[src/design/sfbc_pkg.sv]
// Shared types and constants for the SFBC transmit-diversity precoder.
// Used by sfbc_sym_scaler and sfbc_transmit_diversity_precoder_top; no dependencies.
package sfbc_pkg;

    // Sample width of one real or imaginary part, signed Q1.(SAMPLE_W-1).
    localparam int SAMPLE_W = 16;

    // 1/sqrt(2) in Q1.31.
    localparam logic [30:0] INV_SQRT2_Q31 = 31'd1518500250;

    // Signed product of a sample and the Q1.31 scale factor.
    localparam int PROD_W = SAMPLE_W + 32;

    // Symbols per group in four-port mode, and symbols held while a group fills.
    localparam int GROUP_MAX = 4;
    localparam int STORE_DEPTH = GROUP_MAX - 1;
    localparam int SLOT_W = 2;

    // Finished groups waiting for the column emitter (power of two).
    localparam int QUEUE_DEPTH = 4;
    localparam int QPTR_W = $clog2(QUEUE_DEPTH);
    localparam int QCNT_W = $clog2(QUEUE_DEPTH + 1);

    // Number of antenna ports carried in every output beat.
    localparam int NUM_PORTS = 4;
    localparam int OUT_DATA_W = 2 * SAMPLE_W * NUM_PORTS;

    // Control that travels with a symbol through the scaling pipeline.
    typedef struct packed {
        logic              valid;
        logic [SLOT_W-1:0] slot;   // position of the symbol inside its group
        logic              close;  // this symbol finishes the group
        logic              wide;   // group emits four columns
        logic              four;   // group was built in four-port mode
        logic              last;   // group was closed by the end of a codeword
    } sym_ctrl_t;

    // One symbol scaled by 1/sqrt(2), both with its own sign and negated.
    typedef struct packed {
        logic signed [SAMPLE_W-1:0] pos_re;
        logic signed [SAMPLE_W-1:0] pos_im;
        logic signed [SAMPLE_W-1:0] neg_re;
        logic signed [SAMPLE_W-1:0] neg_im;
    } scaled_t;

    // A finished group as held in the column queue.
    typedef struct packed {
        scaled_t [GROUP_MAX-1:0] sym;
        logic                    wide;
        logic                    four;
        logic                    last;
    } group_t;

    // One complex output sample of one antenna port.
    typedef struct packed {
        logic signed [SAMPLE_W-1:0] im;
        logic signed [SAMPLE_W-1:0] re;
    } port_val_t;

endpackage

[src/design/sfbc_sym_scaler.sv]
// Two-stage scaling pipeline: input register, 1/sqrt(2) multiply, round and saturate.
// Depends on sfbc_pkg for the sample width, scale constant and control struct.
module sfbc_sym_scaler import sfbc_pkg::*; (
    input  logic                       aclk,
    input  logic                       aresetn,
    input  sym_ctrl_t                  in_ctrl,
    input  logic signed [SAMPLE_W-1:0] in_re,
    input  logic signed [SAMPLE_W-1:0] in_im,
    output sym_ctrl_t                  out_ctrl,
    output scaled_t                    out_val
);

    localparam int SHIFT_W = PROD_W + 1 - 31;

    sym_ctrl_t                  ctrl1_reg;
    logic signed [SAMPLE_W-1:0] re1_reg;
    logic signed [SAMPLE_W-1:0] im1_reg;
    sym_ctrl_t                  ctrl2_reg;
    logic signed [PROD_W-1:0]   prod_re_reg;
    logic signed [PROD_W-1:0]   prod_im_reg;
    logic signed [PROD_W-1:0]   prod_re_next;
    logic signed [PROD_W-1:0]   prod_im_next;

    // Round to nearest (ties up) after the Q1.31 shift, then clamp to the sample range.
    function automatic logic signed [SAMPLE_W-1:0] round_sat(
        input logic signed [PROD_W:0] v
    );
        logic signed [PROD_W:0]    sum;
        logic signed [SHIFT_W-1:0] sh;
        logic [SHIFT_W-SAMPLE_W:0] top;
        logic signed [SAMPLE_W-1:0] res;
        sum = v + {{(PROD_W - 30){1'b0}}, 1'b1, 30'd0};
        sh  = sum[PROD_W:31];
        top = sh[SHIFT_W-1:SAMPLE_W-1];
        if ((&top) || !(|top)) begin
            res = sh[SAMPLE_W-1:0];
        end else if (sh[SHIFT_W-1]) begin
            res = {1'b1, {(SAMPLE_W-1){1'b0}}};
        end else begin
            res = {1'b0, {(SAMPLE_W-1){1'b1}}};
        end
        return res;
    endfunction

    // Exact products with the positive scale factor.
    assign prod_re_next = PROD_W'(re1_reg) * PROD_W'(signed'({1'b0, INV_SQRT2_Q31}));
    assign prod_im_next = PROD_W'(im1_reg) * PROD_W'(signed'({1'b0, INV_SQRT2_Q31}));

    // Control travels beside the samples; only the valid bit needs reset.
    always_ff @(posedge aclk) begin
        if (!aresetn) begin
            ctrl1_reg <= '0;
            ctrl2_reg <= '0;
        end else begin
            ctrl1_reg <= in_ctrl;
            ctrl2_reg <= ctrl1_reg;
        end
    end

    // Sample and product registers.
    always_ff @(posedge aclk) begin
        re1_reg     <= in_re;
        im1_reg     <= in_im;
        prod_re_reg <= prod_re_next;
        prod_im_reg <= prod_im_next;
    end

    // Negating the product before rounding gives the exact scale of the negated input.
    always_comb begin
        out_ctrl       = ctrl2_reg;
        out_val.pos_re = round_sat({prod_re_reg[PROD_W-1], prod_re_reg});
        out_val.pos_im = round_sat({prod_im_reg[PROD_W-1], prod_im_reg});
        out_val.neg_re = round_sat(-{prod_re_reg[PROD_W-1], prod_re_reg});
        out_val.neg_im = round_sat(-{prod_im_reg[PROD_W-1], prod_im_reg});
    end

endmodule

[src/design/sfbc_transmit_diversity_precoder_top.sv]
// Path: a group's closing beat passes the scaler registers, the queue and the output register.
// Throughput: one input beat per cycle while a queue slot is free and one output column per
// cycle while m_tready is high; a four-entry queue of finished groups feeds the column
// emitter, so single-symbol tails that emit two columns hold back input only once it is full.
// Reset: aresetn is synchronous, active low; it clears the mode register, the group fill,
// the pipeline and the queue. Held symbols are not cleared.
//
// Top level of the SFBC transmit-diversity precoder.
// Depends on sfbc_pkg and sfbc_sym_scaler.
module sfbc_transmit_diversity_precoder_top import sfbc_pkg::*; (
    input  logic                  aclk,
    input  logic                  aresetn,
    // Mode register write: bit 0 is four_port_mode.
    input  logic                  cfg_wr_en,
    input  logic                  cfg_wr_data,
    // Input symbol stream.
    input  logic                  s_tvalid,
    output logic                  s_tready,
    input  logic [2*SAMPLE_W-1:0] s_tdata,  // [15:0] sym_re, [31:16] sym_im
    input  logic                  s_tlast,  // last_in
    // Output column stream.
    output logic                  m_tvalid,
    input  logic                  m_tready,
    output logic [OUT_DATA_W-1:0] m_tdata,  // port0_re, port0_im, port1_re, port1_im,
                                            // port2_re, port2_im, port3_re, port3_im
    output logic                  m_tlast   // last_out
);

    logic                  four_port_reg;
    logic [SLOT_W-1:0]     fill_reg;
    logic [SLOT_W-1:0]     fill_next;
    logic [QCNT_W-1:0]     credit_reg;
    logic [QCNT_W-1:0]     credit_next;

    logic                  accept;
    logic [SLOT_W-1:0]     dec_slot;
    logic                  dec_close;
    logic                  dec_wide;
    sym_ctrl_t             in_ctrl;

    sym_ctrl_t             st_ctrl;
    scaled_t               st_val;
    scaled_t               stg_reg [STORE_DEPTH];
    group_t                grp_new;
    logic                  push;

    group_t                q_reg [QUEUE_DEPTH];
    logic [QPTR_W-1:0]     wr_ptr_reg;
    logic [QPTR_W-1:0]     rd_ptr_reg;
    logic [QCNT_W-1:0]     q_count_reg;
    group_t                head;

    logic [1:0]            col_reg;
    logic                  load;
    logic                  last_col;
    logic                  pop;
    scaled_t               sym_a;
    scaled_t               sym_b;
    port_val_t             prim_val;
    port_val_t             sec_val;
    logic [1:0]            prim_port;
    logic [1:0]            sec_port;
    port_val_t [NUM_PORTS-1:0] col_ports;

    logic                  m_valid_reg;
    logic [OUT_DATA_W-1:0] m_data_reg;
    logic                  m_last_reg;

    // Mode register.
    always_ff @(posedge aclk) begin
        if (!aresetn) begin
            four_port_reg <= 1'b0;
        end else if (cfg_wr_en) begin
            four_port_reg <= cfg_wr_data;
        end
    end

    // A beat may enter whenever a queue slot is still free for the group it might close.
    assign s_tready = (credit_reg != '0);
    assign accept   = s_tvalid && s_tready;

    // Place the incoming symbol in its group and decide whether the group is finished.
    always_comb begin
        if (four_port_reg) begin
            dec_slot  = fill_reg;
            dec_close = s_tlast || (fill_reg == SLOT_W'(GROUP_MAX - 1));
            dec_wide  = fill_reg[1];
        end else if (fill_reg != '0) begin
            dec_slot  = SLOT_W'(1);
            dec_close = 1'b1;
            dec_wide  = 1'b0;
        end else begin
            dec_slot  = '0;
            dec_close = s_tlast;
            dec_wide  = 1'b0;
        end
        fill_next     = dec_close ? '0 : dec_slot + SLOT_W'(1);
        in_ctrl.valid = accept;
        in_ctrl.slot  = dec_slot;
        in_ctrl.close = dec_close;
        in_ctrl.wide  = dec_wide;
        in_ctrl.four  = four_port_reg;
        in_ctrl.last  = s_tlast;
    end

    // Group fill count.
    always_ff @(posedge aclk) begin
        if (!aresetn) begin
            fill_reg <= '0;
        end else if (accept) begin
            fill_reg <= fill_next;
        end
    end

    sfbc_sym_scaler u_scaler (
        .aclk     (aclk),
        .aresetn  (aresetn),
        .in_ctrl  (in_ctrl),
        .in_re    (s_tdata[SAMPLE_W-1:0]),
        .in_im    (s_tdata[2*SAMPLE_W-1:SAMPLE_W]),
        .out_ctrl (st_ctrl),
        .out_val  (st_val)
    );

    // Held symbols of the group being gathered, stored already scaled.
    always_ff @(posedge aclk) begin
        if (st_ctrl.valid && !st_ctrl.close && (st_ctrl.slot != SLOT_W'(STORE_DEPTH))) begin
            stg_reg[st_ctrl.slot] <= st_val;
        end
    end

    // Assemble the finished group; slots past the closing symbol are zero padding.
    always_comb begin
        grp_new      = '0;
        grp_new.wide = st_ctrl.wide;
        grp_new.four = st_ctrl.four;
        grp_new.last = st_ctrl.last;
        for (int i = 0; i < STORE_DEPTH; i++) begin
            if (SLOT_W'(i) < st_ctrl.slot) begin
                grp_new.sym[i] = stg_reg[i];
            end
        end
        grp_new.sym[st_ctrl.slot] = st_val;
    end

    assign push = st_ctrl.valid && st_ctrl.close;

    // Queue of finished groups.
    always_ff @(posedge aclk) begin
        if (push) begin
            q_reg[wr_ptr_reg] <= grp_new;
        end
    end

    assign head     = q_reg[rd_ptr_reg];
    assign load     = (q_count_reg != '0) && (!m_valid_reg || m_tready);
    assign last_col = head.wide ? (col_reg == 2'd3) : (col_reg == 2'd1);
    assign pop      = load && last_col;

    // Queue pointers, occupancy, and slot credits handed back when a group is fully sent.
    always_comb begin
        credit_next = credit_reg;
        if (pop) begin
            credit_next = credit_next + QCNT_W'(1);
        end
        if (accept && dec_close) begin
            credit_next = credit_next - QCNT_W'(1);
        end
    end

    always_ff @(posedge aclk) begin
        if (!aresetn) begin
            wr_ptr_reg  <= '0;
            rd_ptr_reg  <= '0;
            q_count_reg <= '0;
            credit_reg  <= QCNT_W'(QUEUE_DEPTH);
            col_reg     <= '0;
        end else begin
            credit_reg <= credit_next;
            if (push) begin
                wr_ptr_reg <= wr_ptr_reg + QPTR_W'(1);
            end
            if (pop) begin
                rd_ptr_reg <= rd_ptr_reg + QPTR_W'(1);
            end
            if (push && !pop) begin
                q_count_reg <= q_count_reg + QCNT_W'(1);
            end else if (pop && !push) begin
                q_count_reg <= q_count_reg - QCNT_W'(1);
            end
            if (load) begin
                col_reg <= last_col ? 2'd0 : col_reg + 2'd1;
            end
        end
    end

    // Build one column: the upper column pair of a four-port group uses the second symbol pair.
    always_comb begin
        sym_a     = head.sym[{col_reg[1], 1'b0}];
        sym_b     = head.sym[{col_reg[1], 1'b1}];
        prim_port = {1'b0, col_reg[1]};
        sec_port  = head.four ? {1'b1, col_reg[1]} : 2'd1;
        if (col_reg[0]) begin
            prim_val.re = sym_b.pos_re;
            prim_val.im = sym_b.pos_im;
            sec_val.re  = sym_a.pos_re;
            sec_val.im  = sym_a.neg_im;
        end else begin
            prim_val.re = sym_a.pos_re;
            prim_val.im = sym_a.pos_im;
            sec_val.re  = sym_b.neg_re;
            sec_val.im  = sym_b.pos_im;
        end
        col_ports            = '0;
        col_ports[prim_port] = prim_val;
        col_ports[sec_port]  = sec_val;
    end

    // Output register.
    always_ff @(posedge aclk) begin
        if (!aresetn) begin
            m_valid_reg <= 1'b0;
        end else if (load) begin
            m_valid_reg <= 1'b1;
        end else if (m_tready) begin
            m_valid_reg <= 1'b0;
        end
    end

    always_ff @(posedge aclk) begin
        if (load) begin
            m_data_reg <= col_ports;
            m_last_reg <= head.last && last_col;
        end
    end

    assign m_tvalid = m_valid_reg;
    assign m_tdata  = m_data_reg;
    assign m_tlast  = m_last_reg;

    // Credits and queued groups together never exceed the queue size.
    assert property (@(posedge aclk) disable iff (!aresetn)
        (QCNT_W + 1)'(credit_reg) + (QCNT_W + 1)'(q_count_reg) <= (QCNT_W + 1)'(QUEUE_DEPTH))
        else $error("credit and queue occupancy exceed queue depth");

    // A finished group never arrives at a full queue.
    assert property (@(posedge aclk) disable iff (!aresetn)
        push |-> (q_count_reg != QCNT_W'(QUEUE_DEPTH)))
        else $error("group pushed into a full queue");

    // The emitter only walks columns of a queued group.
    assert property (@(posedge aclk) disable iff (!aresetn)
        (col_reg != 2'd0) |-> (q_count_reg != '0))
        else $error("column index advanced with no group queued");

    // Two-port groups never reach the upper column pair.
    assert property (@(posedge aclk) disable iff (!aresetn)
        ((q_count_reg != '0) && !head.wide) |-> !col_reg[1])
        else $error("two-column group walked past its second column");

    // A closed group always leaves the fill count empty.
    assert property (@(posedge aclk) disable iff (!aresetn)
        (accept && dec_close) |=> (fill_reg == '0))
        else $error("fill count not cleared after a group closed");

endmodule

[config.mk]
export PLATFORM = sky130hd
export DESIGN_NAME = sfbc_transmit_diversity_precoder_top
export DESIGN_NICKNAME = d
export VERILOG_FILES = /design/src/design/sfbc_pkg.sv /design/src/design/sfbc_sym_scaler.sv /design/src/design/sfbc_transmit_diversity_precoder_top.sv
export SDC_FILE = /design/constraint.sdc
export NUM_CORES = 2
export LEC_CHECK = 0
export ABC_AREA = 0
export BUFFER_PORTS_ARGS = -buffer_cell sky130_fd_sc_hd__clkbuf_2
export CORE_AREA = 2 2 427 429
export DETAILED_ROUTE_END_ITERATION = 16
export DIE_AREA = 0 0 429 431
export PLACE_DENSITY = 0.59
export SYNTH_ARGS = -nofsm -noshare
export SYNTH_HDL_FRONTEND = slang
export SYNTH_HIERARCHICAL = 1
export SYNTH_SLANG_ARGS = --single-unit
[constraint.sdc]
create_clock -name aclk -period 13 [get_ports aclk]
set_input_delay 0.65 -clock aclk [delete_from_list [all_inputs] [get_ports aclk]]
set_output_delay 0.65 -clock aclk [all_outputs]
set_load 0.01 [all_outputs]
==> metrics <==
outcome=finished clean; Initial Util=between 30% and 40%; area of the multi-input gates=approximately 0.025 mm2; Placed Instance Area=about 0.066 mm2; Seq/Total Area, Yosys=between 50% and 60%; Largest delay share family, worst path=adder cells; largest net degree at the start of global routing=roughly 120; ratio of cells with drive above 1 in the final layout=about 16%; r2r setup slk=a little under 6 ns; HP Class=input pin to flip-flop; Async SR Flop Fraction=0%; DP HPWL=97780 um; nets@finish=roughly 5300; post-cts gate resize count=0; CTS root buf=clkbuf_16; CP max stage delay=~0.68 ns; max cap viols=0; CP max FO=8; slew margin rel.=between 10 and 15%; FF/Latch Area=between 0.03 and 0.04 mm2; number of DRC markers in iteration 0=approximately 2200; crit path buf inv count=4; vias in the first global route=about 36000; Row Count=156; Worst EP required=roughly 14 ns; max FFs per register=just under 800; hold_buf cts=32; Reg2Reg Depth=20; Fmax=between 0.1 and 0.15 GHz; number of flops mapped to enable cells by yosys=between 1000 and 1500; startpoint types=flip-flop; Worst EP arrival=about 7.8 ns; Total Routed Length=roughly 150000 um; Synthesis Warnings=6; fin area=between 0.07 and 0.08 mm2; Clk network pwr share=24.5%; hold endpoint=four_port_reg; Fin Clk Skew=roughly 0.041 ns; IO Port Bufs=about 170; RSZ-0062 raised after global routing=false; r2r startpoint=u_scaler/im1_reg[8]; drt drc=0; final period utilization=between 50% and 60%; Comb pwr share=43.5%; total CTS buffers=133; post-route ant nets=0; CTS tree=built; Psw=5.648 mW; # H-tree levels=4; area share of the largest cell type after synthesis=50.32%; Syn Std Cell Area=0.06284 mm2; Syn-to-layout area delta=12.99%; Core Area=~0.18 mm2; Fill cells=16677; Hold Crit Start=cfg_wr_data; Sw Ratio=approximately 37%; WL/cell=20.83 um; hold_ws=between 0.15 and 0.2 ns; highest-count cells in the layout ignoring fill and taps=1053 x edfxtp_1, 515 x inv_1, 420 x ha_1; Critical Path Sink Type=flip-flop; DIE WIDTH=roughly 430 um; post-layout util=~39%; Worst Max-Slew Pin Slew=between 1 and 1.5 ns; Pre-antenna DRT Iters=5; Worst path slowest cell=dfxtp_1; Leak=27.05 nW; Mapped Cells=approximately 4300; Area contributors post-synth=edfxtp_1 50%, fa_1 9.2%, ha_1 8.4%, mux4_2 7.0%, dfxtp_1 5.0%; Clock Pin Slew Worst Setup and Hold Paths=approximately 0.060 ns; syn_area_per_cell=about 15 um2; #FFs+latches synth=around 1200; Flop pwr share=32.0%; Power Density=213.5 mW/mm2; Top Ports=between 150 and 200; most used cell, CP=fa_1; peak supply drop=around 160 uV; ys flop type=edfxtp_1; routed vias/inst=4.948; Clock Sinks=around 1200; synth unique cells=80; via count=~35000; GP Congestion=0.8465; post-CTS setup buffers=0; P_int=around 9.5 mW; fin. max-slew vios=0; endpoints failing setup=0; setup TNS=0 ns; total die area=between 0.15 and 0.2 mm2; WHS Path Cells=3; Crit Path Category=flip-flop to flip-flop; global route total overflow=0; area leader, netlist=edfxtp_1; most common cell after layout, fill and taps aside=edfxtp_1; worst flop-to-flop path endpoint=u_scaler/prod_im_reg[47]; initial antenna violation count=3; Tot GR Track Use=15.82%; Crit. Startpoint=u_scaler/im1_reg[8]; Clock Path Buffers=3; post-synth net total=slightly above 5000; worst skew pair latency=roughly 0.78 ns; Tmin final=7.113 ns; Hold Vio Cnt, Final=0; first-pass GRT wire length=223400 um; Cell Chain, Critical Path=inv_1 -> ha_1 -> inv_1 -> fa_1 -> inv_1 -> fa_1 -> inv_1 -> fa_1 -> fa_1 -> fa_1 -> ha_1 -> and3_1 -> a31o_2 -> a221o_1 -> nor3_1 -> nor4b_1 -> o21ai_0 -> o31ai_1 -> a2111o_1 -> nand3_1; height of the die=431 um
through the flow:
stage	setup slack [ns]	std cells	total power, mW
after global routing	5.485	7013	16.34
after global placement	6.041	6740	11.46
after floorplan	5.361	4326	9.776
after detailed placement	5.918	6740	11.48
after CTS	5.885	7013	15.29
final	5.887	7014	15.16
cell usage after synthesis, types with 14 or more instances:
library cell     n
nor2b_1         68
buf_2           22
nand2b_1        16
o21ai_0        140
dfxtp_1        158
nand3_1         33
o22ai_1         33
nand2_1        165
o21bai_1        14
edfxtp_1      1053
and3_1          66
nor4_1          18
ha_1           420
a21oi_1        121
and2_1          30
buf_1           21
mux4_2         195
nor3_1          24
nor2_1         187
nand4_1         25
mux2i_1        147
xnor2_1         70
a21o_1          60
inv_1          515
xor2_1          62
mux2_2          81
clkbuf_1       119
fa_1           288
worst max-delay path by stage:
stage	endpoint	slack, ns	cells past startpoint
final	u_scaler/prod_im_reg[47]	5.89	20
after global placement	u_scaler/prod_im_reg[47]	6.04	20
after global routing	u_scaler/prod_im_reg[47]	5.49	20
after detailed placement	u_scaler/prod_im_reg[47]	5.92	20
after CTS	u_scaler/prod_im_reg[47]	5.89	20
after floorplan	m_tdata[0]	5.36	2
power groups by stage:
| stage | clock network [mW] | logic, mW | registers (mW) |
|---|---|---|---|
| floorplan | 0 | 4.94 | 4.84 |
| global placement | 0 | 6.54 | 4.92 |
| detailed placement | 0 | 6.56 | 4.93 |
| CTS | 3.82 | 6.62 | 4.85 |
| global route | 3.98 | 7.48 | 4.87 |
| finish | 3.71 | 6.60 | 4.85 |
cell type report:
type                    count  area share [%]
repair buffers            251           2.206
multi-input cells        2425           35.81
clock buffers             170           5.001
well taps                2370           4.176
clock inverters            71           1.057
diodes                      1        0.003524
inverters                 515           2.723
flip-flops and latches   1211           49.02
kinds of logic (layout without fill, tap and decap cells):
logic type,after synthesis,after routing,share of synthesized area [%]
flip-flops,1211,1211,55.35
buffers and inverters,690,1007,4.287
other,0,1,0
multiplexers,423,423,10.78
adder cells (fa/ha/maj),708,708,17.54
AND/OR/NAND/NOR,687,687,5.452
XOR/XNOR,134,134,1.901
AO/OA/AOI/OAI,473,473,4.689
tightest hold or removal path, stage by stage:
cell and delay [ns]:
clkbuf_2 0.07, mux2i_1 0.06, nor2b_1 0.09
layer usage:
layer	track usage [%]	part of all wire, %	vias to the layer above
met5	0	0.017	-
met1	22.57	47	17758
li1	-	-	16080
met4	3.812	1.8	4
met3	2.608	4.3	162
met2	25.23	47	699
Note: power is estimated with default switching activity, not from simulation.
